## config.mk

```make
export PLATFORM = sky130hd
export DESIGN_NAME = dds_serial_command_sequencer
export DESIGN_NICKNAME = d
export VERILOG_FILES = /design/src/rtl/core/dscs_pkg.sv /design/src/rtl/core/dscs_divider.sv /design/src/rtl/core/dscs_engine.sv /design/src/rtl/core/dscs_out_buf.sv /design/src/rtl/core/dds_serial_command_sequencer.sv
export SDC_FILE = /design/constraint.sdc
export NUM_CORES = 2
export LEC_CHECK = 0
export BUFFER_PORTS_ARGS = -buffer_cell sky130_fd_sc_hd__buf_4
export CORE_MARGIN = 2
export CORE_UTILIZATION = 65
export CTS_CLUSTER_DIAMETER = 30
export DETAILED_ROUTE_END_ITERATION = 7
export PLACE_DENSITY = 0.89
export RECOVER_POWER = 50
export SETUP_SLACK_MARGIN = 0.3
export SYNTH_ARGS = -nofsm -noshare
export SYNTH_HDL_FRONTEND = slang
export SYNTH_HIERARCHICAL = 1
export SYNTH_SLANG_ARGS = --single-unit
```

## constraint.sdc

```tcl
create_clock -name i_clk -period 13.6 [get_ports i_clk]
set_input_delay 2.72 -clock i_clk [delete_from_list [all_inputs] [get_ports i_clk]]
set_output_delay 2.72 -clock i_clk [all_outputs]
set_load 0.02 [all_outputs]
```

## src/rtl/core/dscs_pkg.sv

```systemverilog
// Shared types, codes, constants and a helper function of the DDS serial command sequencer.
package dscs_pkg;

    localparam int TDATA_IN_W  = 40;
    localparam int TUSER_IN_W  = 3;
    localparam int TDATA_OUT_W = 8;

    localparam logic [2:0] OP_TICK     = 3'd0;
    localparam logic [2:0] OP_SET_FREQ = 3'd1;
    localparam logic [2:0] OP_SET_AMPL = 3'd2;
    localparam logic [2:0] OP_OUT_ON   = 3'd3;
    localparam logic [2:0] OP_OUT_OFF  = 3'd4;

    localparam logic [3:0] PH_IDLE   = 4'd0;
    localparam logic [3:0] PH_WPREP  = 4'd1;
    localparam logic [3:0] PH_WSYNC  = 4'd2;
    localparam logic [3:0] PH_WBIT   = 4'd3;
    localparam logic [3:0] PH_WEND   = 4'd4;
    localparam logic [3:0] PH_ASTART = 4'd5;
    localparam logic [3:0] PH_ADOWN  = 4'd6;
    localparam logic [3:0] PH_AUPSET = 4'd7;
    localparam logic [3:0] PH_AUP    = 4'd8;
    localparam logic [3:0] PH_ALOCK  = 4'd9;

    localparam int PIN_CLK  = 0;
    localparam int PIN_SYNC = 1;
    localparam int PIN_DATA = 2;
    localparam int PIN_SEL  = 3;
    localparam logic [3:0] PINS_RESET = 4'b1011;

    localparam logic [15:0] WORD_RESET = 16'h2100;
    localparam logic [15:0] WORD_ON    = 16'h2000;
    localparam logic [15:0] WORD_FREQ  = 16'h4000;

    localparam int AMPLITUDE_STEPS = 64;
    localparam int PULSE_W         = 7;
    localparam logic [PULSE_W-1:0] PULSE_DOWN_LAST = PULSE_W'(AMPLITUDE_STEPS - 1);
    localparam logic [7:0] LEVEL_MAX = 8'd63;

    localparam int TUNING_W     = 28;
    localparam int FREQ_W       = 32;
    localparam int REF_CLOCK_HZ = 25000000;

    // The tuning value is floor(f * 2^73 / 390625 / 2^51), with the reciprocal
    // ceil(2^73 / 390625) split into two 32-bit halves; this is exact for any 32-bit f.
    localparam logic [FREQ_W-1:0] RECIP_LO    = 32'h88C2_30E8;
    localparam logic [FREQ_W-1:0] RECIP_HI    = 32'h0055_E63B;
    localparam int                RECIP_SHIFT = 51;
    localparam int                Q_LSB       = RECIP_SHIFT - FREQ_W;

    typedef struct packed {
        logic dropped;
        logic busy_res;
        logic amplitude_select;
        logic serial_data;
        logic frame_sync;
        logic serial_clock;
    } t_result;

    typedef struct packed {
        logic div_start;
        logic tuning_load;
    } t_eng_stat;

    function automatic logic [15:0] word_at(input logic [1:0] pos,
                                            input logic [TUNING_W-1:0] tuning);
        logic [15:0] w;
        case (pos)
            2'd0:    w = WORD_RESET;
            2'd1:    w = WORD_FREQ | {2'b00, tuning[13:0]};
            2'd2:    w = WORD_FREQ | {2'b00, tuning[27:14]};
            default: w = WORD_ON;
        endcase
        return w;
    endfunction

endpackage

```

## src/rtl/core/dscs_divider.sv

```systemverilog
// Reciprocal multiplier that turns a frequency into the 28-bit tuning value.
module dscs_divider
    import dscs_pkg::*;
(
    input  logic                i_clk,
    input  logic                i_rst_n,
    input  logic                i_start,
    input  logic [FREQ_W-1:0]   i_frequency_hz,
    output logic                o_busy,
    output logic [TUNING_W-1:0] o_tuning
);

    logic                  r_busy;
    logic                  r_step;
    logic [FREQ_W-1:0]     r_freq;
    logic [FREQ_W-1:0]     r_part;
    logic [TUNING_W-1:0]   r_q;
    logic [FREQ_W-1:0]     mul_b;
    logic [2*FREQ_W-1:0]   product;
    logic [2*FREQ_W-1:0]   sum;

    // The first step multiplies by the low half, the second by the high half.
    assign mul_b   = r_step ? RECIP_HI : RECIP_LO;
    assign product = (2*FREQ_W)'(r_freq) * (2*FREQ_W)'(mul_b);
    assign sum     = product + {{FREQ_W{1'b0}}, r_part};

    always_ff @(posedge i_clk) begin
        if (!i_rst_n) begin
            r_busy <= 1'b0;
            r_step <= 1'b0;
            r_q    <= '0;
        end else if (i_start) begin
            r_busy <= 1'b1;
            r_step <= 1'b0;
            r_freq <= i_frequency_hz;
        end else if (r_busy) begin
            if (r_step == 1'b0) begin
                r_part <= product[2*FREQ_W-1:FREQ_W];
                r_step <= 1'b1;
            end else begin
                r_q    <= sum[Q_LSB+TUNING_W-1:Q_LSB];
                r_step <= 1'b0;
                r_busy <= 1'b0;
            end
        end
    end

    assign o_busy   = r_busy;
    assign o_tuning = r_q;

endmodule

```

## src/rtl/core/dscs_engine.sv

```systemverilog
// Sequencer state and pin logic; one tick is applied per accepted beat.
module dscs_engine
    import dscs_pkg::*;
(
    input  logic                i_clk,
    input  logic                i_rst_n,
    input  logic                i_valid,
    input  logic [2:0]          i_operation,
    input  logic [7:0]          i_amplitude_level,
    input  logic [TUNING_W-1:0] i_tuning,
    output t_result             o_result,
    output t_eng_stat           o_stat
);

    logic [3:0]         r_phase, n_phase;
    logic [1:0]         r_wp, n_wp;
    logic [3:0]         r_bp, n_bp;
    logic [1:0]         r_tib, n_tib;
    logic [15:0]        r_sw, n_sw;
    logic [PULSE_W-1:0] r_pr, n_pr;
    logic [5:0]         r_ts, n_ts;
    logic [3:0]         r_pins, n_pins;
    logic               is_cmd;
    logic               busy;
    logic               dropped;

    assign is_cmd = i_operation inside {[OP_SET_FREQ:OP_OUT_OFF]};
    assign busy   = (r_phase != PH_IDLE);

    always_comb begin
        n_phase = r_phase;
        n_wp    = r_wp;
        n_bp    = r_bp;
        n_tib   = r_tib;
        n_sw    = r_sw;
        n_pr    = r_pr;
        n_ts    = r_ts;
        n_pins  = r_pins;
        dropped = 1'b0;
        o_stat  = '0;
        if (i_valid) begin
            dropped = is_cmd && busy;
            if (is_cmd && !busy) begin
                n_tib = 2'd0;
                n_bp  = 4'd15;
                case (i_operation)
                    OP_SET_FREQ: begin
                        o_stat.div_start = 1'b1;
                        n_wp    = 2'd0;
                        n_sw    = WORD_RESET;
                        n_phase = PH_WPREP;
                    end
                    OP_SET_AMPL: begin
                        n_ts    = (i_amplitude_level > LEVEL_MAX) ? LEVEL_MAX[5:0]
                                                                  : i_amplitude_level[5:0];
                        n_phase = PH_ASTART;
                    end
                    default: begin
                        n_wp    = 2'd3;
                        n_sw    = (i_operation == OP_OUT_ON) ? WORD_ON : WORD_RESET;
                        n_phase = PH_WPREP;
                    end
                endcase
            end
            case (n_phase)
                PH_IDLE: begin
                end
                PH_WPREP: begin
                    n_pins[PIN_CLK]  = 1'b1;
                    n_pins[PIN_SYNC] = 1'b1;
                    n_phase = PH_WSYNC;
                end
                PH_WSYNC: begin
                    n_pins[PIN_SYNC] = 1'b0;
                    n_bp    = 4'd15;
                    n_tib   = 2'd0;
                    n_phase = PH_WBIT;
                end
                PH_WBIT: begin
                    if (n_tib == 2'd0) begin
                        n_pins[PIN_DATA] = n_sw[n_bp];
                        n_tib = 2'd1;
                    end else if (n_tib == 2'd1) begin
                        n_pins[PIN_CLK] = 1'b0;
                        n_tib = 2'd2;
                    end else begin
                        n_pins[PIN_CLK] = 1'b1;
                        n_tib = 2'd0;
                        if (n_bp == 4'd0) begin
                            n_phase = PH_WEND;
                        end else begin
                            n_bp = n_bp - 1'b1;
                        end
                    end
                end
                PH_WEND: begin
                    n_pins[PIN_SYNC] = 1'b1;
                    n_bp = 4'd15;
                    if (n_wp == 2'd3) begin
                        n_wp    = 2'd0;
                        n_phase = PH_IDLE;
                    end else begin
                        o_stat.tuning_load = 1'b1;
                        n_wp    = n_wp + 1'b1;
                        n_sw    = word_at(n_wp, i_tuning);
                        n_phase = PH_WPREP;
                    end
                end
                PH_ASTART: begin
                    n_pins[PIN_SYNC] = 1'b1;
                    n_pins[PIN_SEL]  = 1'b0;
                    n_pins[PIN_DATA] = 1'b0;
                    n_pr    = PULSE_DOWN_LAST;
                    n_tib   = 2'd0;
                    n_phase = PH_ADOWN;
                end
                PH_ADOWN, PH_AUP: begin
                    if (n_tib == 2'd0) begin
                        n_pins[PIN_CLK] = 1'b1;
                        n_tib = 2'd1;
                    end else begin
                        n_pins[PIN_CLK] = 1'b0;
                        n_tib = 2'd0;
                        if (n_pr == '0) begin
                            n_phase = (n_phase == PH_ADOWN) ? PH_AUPSET : PH_ALOCK;
                        end else begin
                            n_pr = n_pr - 1'b1;
                        end
                    end
                end
                PH_AUPSET: begin
                    n_pins[PIN_DATA] = 1'b1;
                    n_tib = 2'd0;
                    if (n_ts == 6'd0) begin
                        n_phase = PH_ALOCK;
                    end else begin
                        n_pr    = PULSE_W'(n_ts - 1'b1);
                        n_phase = PH_AUP;
                    end
                end
                PH_ALOCK: begin
                    n_pins[PIN_SEL]  = 1'b1;
                    n_pins[PIN_CLK]  = 1'b1;
                    n_pins[PIN_DATA] = 1'b0;
                    n_pr    = '0;
                    n_phase = PH_IDLE;
                end
                default: begin
                    n_phase = PH_IDLE;
                end
            endcase
        end
    end

    always_ff @(posedge i_clk) begin
        if (!i_rst_n) begin
            r_phase <= PH_IDLE;
            r_wp    <= '0;
            r_bp    <= 4'd15;
            r_tib   <= '0;
            r_sw    <= '0;
            r_pr    <= '0;
            r_ts    <= '0;
            r_pins  <= PINS_RESET;
        end else begin
            r_phase <= n_phase;
            r_wp    <= n_wp;
            r_bp    <= n_bp;
            r_tib   <= n_tib;
            r_sw    <= n_sw;
            r_pr    <= n_pr;
            r_ts    <= n_ts;
            r_pins  <= n_pins;
        end
    end

    assign o_result.serial_clock     = n_pins[PIN_CLK];
    assign o_result.frame_sync       = n_pins[PIN_SYNC];
    assign o_result.serial_data      = n_pins[PIN_DATA];
    assign o_result.amplitude_select = n_pins[PIN_SEL];
    assign o_result.busy_res         = (n_phase != PH_IDLE);
    assign o_result.dropped          = dropped;

endmodule

```

## src/rtl/core/dscs_out_buf.sv

```systemverilog
// Output register with a skid entry; the input side waits only while the skid entry is full.
module dscs_out_buf
    import dscs_pkg::*;
(
    input  logic    i_clk,
    input  logic    i_rst_n,
    input  logic    i_push,
    input  t_result i_result,
    output logic    o_in_ready,
    output logic    o_valid,
    input  logic    i_ready,
    output t_result o_result
);

    logic    r_out_v;
    logic    r_skid_v;
    t_result r_out;
    t_result r_skid;

    always_ff @(posedge i_clk) begin
        if (!i_rst_n) begin
            r_out_v  <= 1'b0;
            r_skid_v <= 1'b0;
        end else if (!r_out_v || i_ready) begin
            if (r_skid_v) begin
                r_out    <= r_skid;
                r_out_v  <= 1'b1;
                r_skid_v <= 1'b0;
            end else begin
                r_out   <= i_result;
                r_out_v <= i_push;
            end
        end else if (i_push) begin
            r_skid   <= i_result;
            r_skid_v <= 1'b1;
        end
    end

    assign o_in_ready = !r_skid_v;
    assign o_valid    = r_out_v;
    assign o_result   = r_out;

endmodule

```

## src/rtl/core/dds_serial_command_sequencer.sv

```systemverilog
// Top level of the DDS serial command sequencer: one pin-phase tick per input beat.
// The result of a beat is registered in the output register, or in the skid entry while the output is stalled.
// Throughput: one beat per cycle while s_axis_tready is high; the sequencer state updates in the cycle of the beat.
// The tuning multiplier finishes well within the 50 ticks before the value is sent.
// Reset (synchronous, active low) returns the sequencer to idle with the pins idle.
module dds_serial_command_sequencer
    import dscs_pkg::*;
(
    input  logic                   i_clk,
    input  logic                   i_rst_n,
    input  logic                   s_axis_tvalid,
    output logic                   s_axis_tready,
    // Fields from bit 0: frequency_hz[31:0], amplitude_level[39:32].
    input  logic [TDATA_IN_W-1:0]  s_axis_tdata,
    // Fields from bit 0: operation[2:0].
    input  logic [TUSER_IN_W-1:0]  s_axis_tuser,
    output logic                   m_axis_tvalid,
    input  logic                   m_axis_tready,
    // Fields from bit 0: serial_clock, frame_sync, serial_data, amplitude_select,
    // busy_res, dropped.
    output logic [TDATA_OUT_W-1:0] m_axis_tdata
);

    logic                accept;
    logic [2:0]          operation;
    logic [FREQ_W-1:0]   frequency_hz;
    logic [7:0]          amplitude_level;
    logic [TUNING_W-1:0] tuning;
    logic                div_busy;
    t_result             eng_result;
    t_result             out_result;
    t_eng_stat           eng_stat;

    assign operation       = s_axis_tuser;
    assign frequency_hz    = s_axis_tdata[31:0];
    assign amplitude_level = s_axis_tdata[39:32];
    assign accept          = s_axis_tvalid && s_axis_tready;

    dscs_divider u_divider (
        .i_clk          (i_clk),
        .i_rst_n        (i_rst_n),
        .i_start        (eng_stat.div_start),
        .i_frequency_hz (frequency_hz),
        .o_busy         (div_busy),
        .o_tuning       (tuning)
    );

    dscs_engine u_engine (
        .i_clk             (i_clk),
        .i_rst_n           (i_rst_n),
        .i_valid           (accept),
        .i_operation       (operation),
        .i_amplitude_level (amplitude_level),
        .i_tuning          (tuning),
        .o_result          (eng_result),
        .o_stat            (eng_stat)
    );

    dscs_out_buf u_out_buf (
        .i_clk      (i_clk),
        .i_rst_n    (i_rst_n),
        .i_push     (accept),
        .i_result   (eng_result),
        .o_in_ready (s_axis_tready),
        .o_valid    (m_axis_tvalid),
        .i_ready    (m_axis_tready),
        .o_result   (out_result)
    );

    assign m_axis_tdata = {2'b00, out_result};

`ifndef SYNTHESIS
    assert property (@(posedge i_clk) disable iff (!i_rst_n)
        eng_stat.tuning_load |-> !div_busy)
        else $error("Tuning value used while the divider is still running.");

    assert property (@(posedge i_clk) disable iff (!i_rst_n)
        eng_stat.div_start |-> !div_busy)
        else $error("Divider restarted while busy.");

    assert property (@(posedge i_clk) disable iff (!i_rst_n)
        !s_axis_tready |-> m_axis_tvalid)
        else $error("Skid entry full while the output register is empty.");

    assert property (@(posedge i_clk) disable iff (!i_rst_n)
        accept && !m_axis_tvalid |=> m_axis_tvalid)
        else $error("Accepted beat did not reach the output register.");
`endif

endmodule
```

==> results.cfg <==
[worst_setup_path]
start_kind = flip-flop
worstPathMaxFanout = 50
crit_buf_inv = 4
path_class = reg2reg
startpoint = u_divider/r_step$_SDFFE_PP0P_
required_ns = 13.95
crit_slowest_cell = dfxtp_2
r2r_start = u_divider/r_step$_SDFFE_PP0P_
critPathMostFrequentCell = fa_1
cp.arrival_ns = 11.07
slowest_delay_ns = 0.90
cp-end-kind = flip-flop
crit_family = adder cells

[floorplanning]
core_um2 = 46400
die_h_um = 220
ioPinCount = 57
rows = 79
dieArea_um2 = 48600
die_x_um = 220
start_util_pct = 65.7

[clock_network]
htree_levels = 4
cts_num_sinks = 153
cts_tree = done
post-cts-setup-buffers = 0
clkTransAtPathRegs_ns = 0.08
cts_resized = 0
clk_latency_ns = 0.49
clockBufferDepth = 2
cts_hold_buf = 0
cts-root-buf = clkbuf_16
numCtsBuffers = 17

[synthesis]
post_synth_num_cell_types = 105
ys.flop_type = dfxtp_1
synth_edf_count = 76
ys_ff_latch = 153
yosys_warnings = 6
netlist.area_leader.share_pct = 32.7
syn-instance-count = 3137
synth_most_common_cell = inv_1
ys_seq_area_share_pct = 12.6
async_flop_share_pct = 0
syn-cell-area_um2 = 30400
netlist_top_cells_count = inv_1, fa_1, ha_1
synthTopCellsByArea = fa_1, ha_1, inv_1
synth_top_area_cell = fa_1
syn_area_per_cell_um2 = 9.71

[placed_design]
hpwl_mm = 71.6
port_buffers = 54
place_congestion = 1.08

[detailed_routing]
drt_first_pass_iters = 7
drt_wl_total_mm = 85.3
vias = 23300
wl_per_cell_um = 22.6
ant_nets = 0
via_per_inst = 6.17
first_iter_violations = 2729
drc_errors = 0

[cells_and_area]
regArea_um2 = 3820
fillers = 3428
nets = 4130
multi_input_area_um2 = 23900
n_antenna_cell = 0
drive_above_1_share_pct = 5.81
area_growth_pct = 4.68

[sta]
rsz0062_at_grt = false
tightest_slew_ns = 1.98
finalCritPeriodShare_pct = 78.8
fmax_mhz = 93.3
slew_headroom_pct = -31.9
setup-violations-final = 0
hold_violations = 0
slew_violations = 57
fin_worst_skew_ns = 0.0191
post-route-min-period_ns = 10.71
fin_setup_tns_ns = 0

[grt]
grt_max_degree = 51
grt_usage_pct = 36.8
grt_pass1_wl_mm = 133
grt_pass1_vias = 24000
grt_antenna_before_repair = 0
gr-total-overflow = 0

[worst_hold_path]
hp-start = u_engine/r_sw[14]$_SDFFE_PN0P_
min_path_type = reg2reg

[run]
maxCapViolCount = 2

[run_status]
violations = capacitance limit, slew limit
status = finished with violations
-- per-layer routing --
metal / vias to the layer above / part of all wire (%) / global-route usage, %
met5: - / 0 / 0
met4: 0 / 7.3 / 23.7
met3: 347 / 11 / 9.40
met2: 1336 / 45 / 55.6
met1: 11400 / 37 / 47.3
li1: 10200 / - / -
-- worst reg2reg max path: cells and delay by family, from the launching register on --
kind	cells	cell delay (ns)
compound gates	5	2.12
fa+ha+maj	10	4.63
simple gates	9	1.81
xor+xnor	1	0.18
flops	1	0.90
buf+inv	4	0.96
-- stage by stage --
step	util [%]	setup slack [ns]	instances	hold WS, ns	cell area [um2]
5_1_grt	68.7	2.34	3773	0.480	31900
4_1_cts	68.9	3.06	3773	0.453	32000
2_1_floorplan	-	4.41	3167	0.432	30600
3_3_place_gp	67.7	3.43	3741	0.441	31400
6_report	68.7	2.89	3773	0.458	31900
3_5_place_dp	67.7	3.17	3741	0.445	31400
-- flip-flops by register name (all words and copies together), names as in the netlist --
register / cells
u_divider/o_busy: 1
u_divider/o_tuning: 28
u_divider/r_freq: 32
u_divider/r_part: 32
u_divider/r_step: 1
u_engine/r_bp: 4
u_engine/r_phase: 4
u_engine/r_pins: 4
u_engine/r_pr: 7
u_engine/r_sw: 16
u_engine/r_tib: 2
u_engine/r_ts: 6
u_engine/r_wp: 2
u_out_buf/o_result: 6
u_out_buf/o_valid: 1
u_out_buf/r_skid: 6
u_out_buf/r_skid_v: 1
-- cells in the final DEF, fill, tap and decap left out, types with 59 or more instances in the layout --
cell and count:
a21oi_1 121, fa_1 497, nand2_1 187, dfxtp_1 76
xnor2_1 115, o21ai_0 86, xor2_1 59, nor2_1 129
edfxtp_1 76, inv_1 627, ha_1 433
-- cell type report --
| cell class | count | share of cell area [%] |
|---|---|---|
| repair buffers | 69 | 1.46 |
| well taps | 607 | 2.38 |
| clock buffers | 18 | 1.35 |
| inverters | 632 | 7.44 |
| multi-input cells | 2280 | 74.9 |
| flip-flops and latches | 153 | 12.0 |
| clock inverters | 14 | 0.479 |
-- path summary, 6_finish.rpt --
path / end / slack (ns) / cells past startpoint
worst max register to register: u_divider/o_tuning[23]$_SDFFE_PN0P_ / 2.89 / 29
worst max-delay path: u_divider/o_tuning[23]$_SDFFE_PN0P_ / 2.89 / 29
worst min-delay path: u_engine/r_sw[14]$_SDFFE_PN0P_ / 0.46 / 2
worst min register to register: u_engine/r_sw[14]$_SDFFE_PN0P_ / 0.46 / 2
-- logic make-up (layout without fill, tap and decap cells) --
family	Yosys count	count (layout)	synth area share, %
other cells	3	33	0.0370
xor+xnor	175	175	5.06
buf+inv	734	733	9.32
flops	153	153	12.6
compound gates	460	460	10.4
simple gates	659	659	11.2
fa+ha+maj	930	930	50.5
mux	23	23	0.912
Power is left out: the tool's default activity adds up to more than one toggle a clock period on the data nets, which glitch-free logic cannot reach.
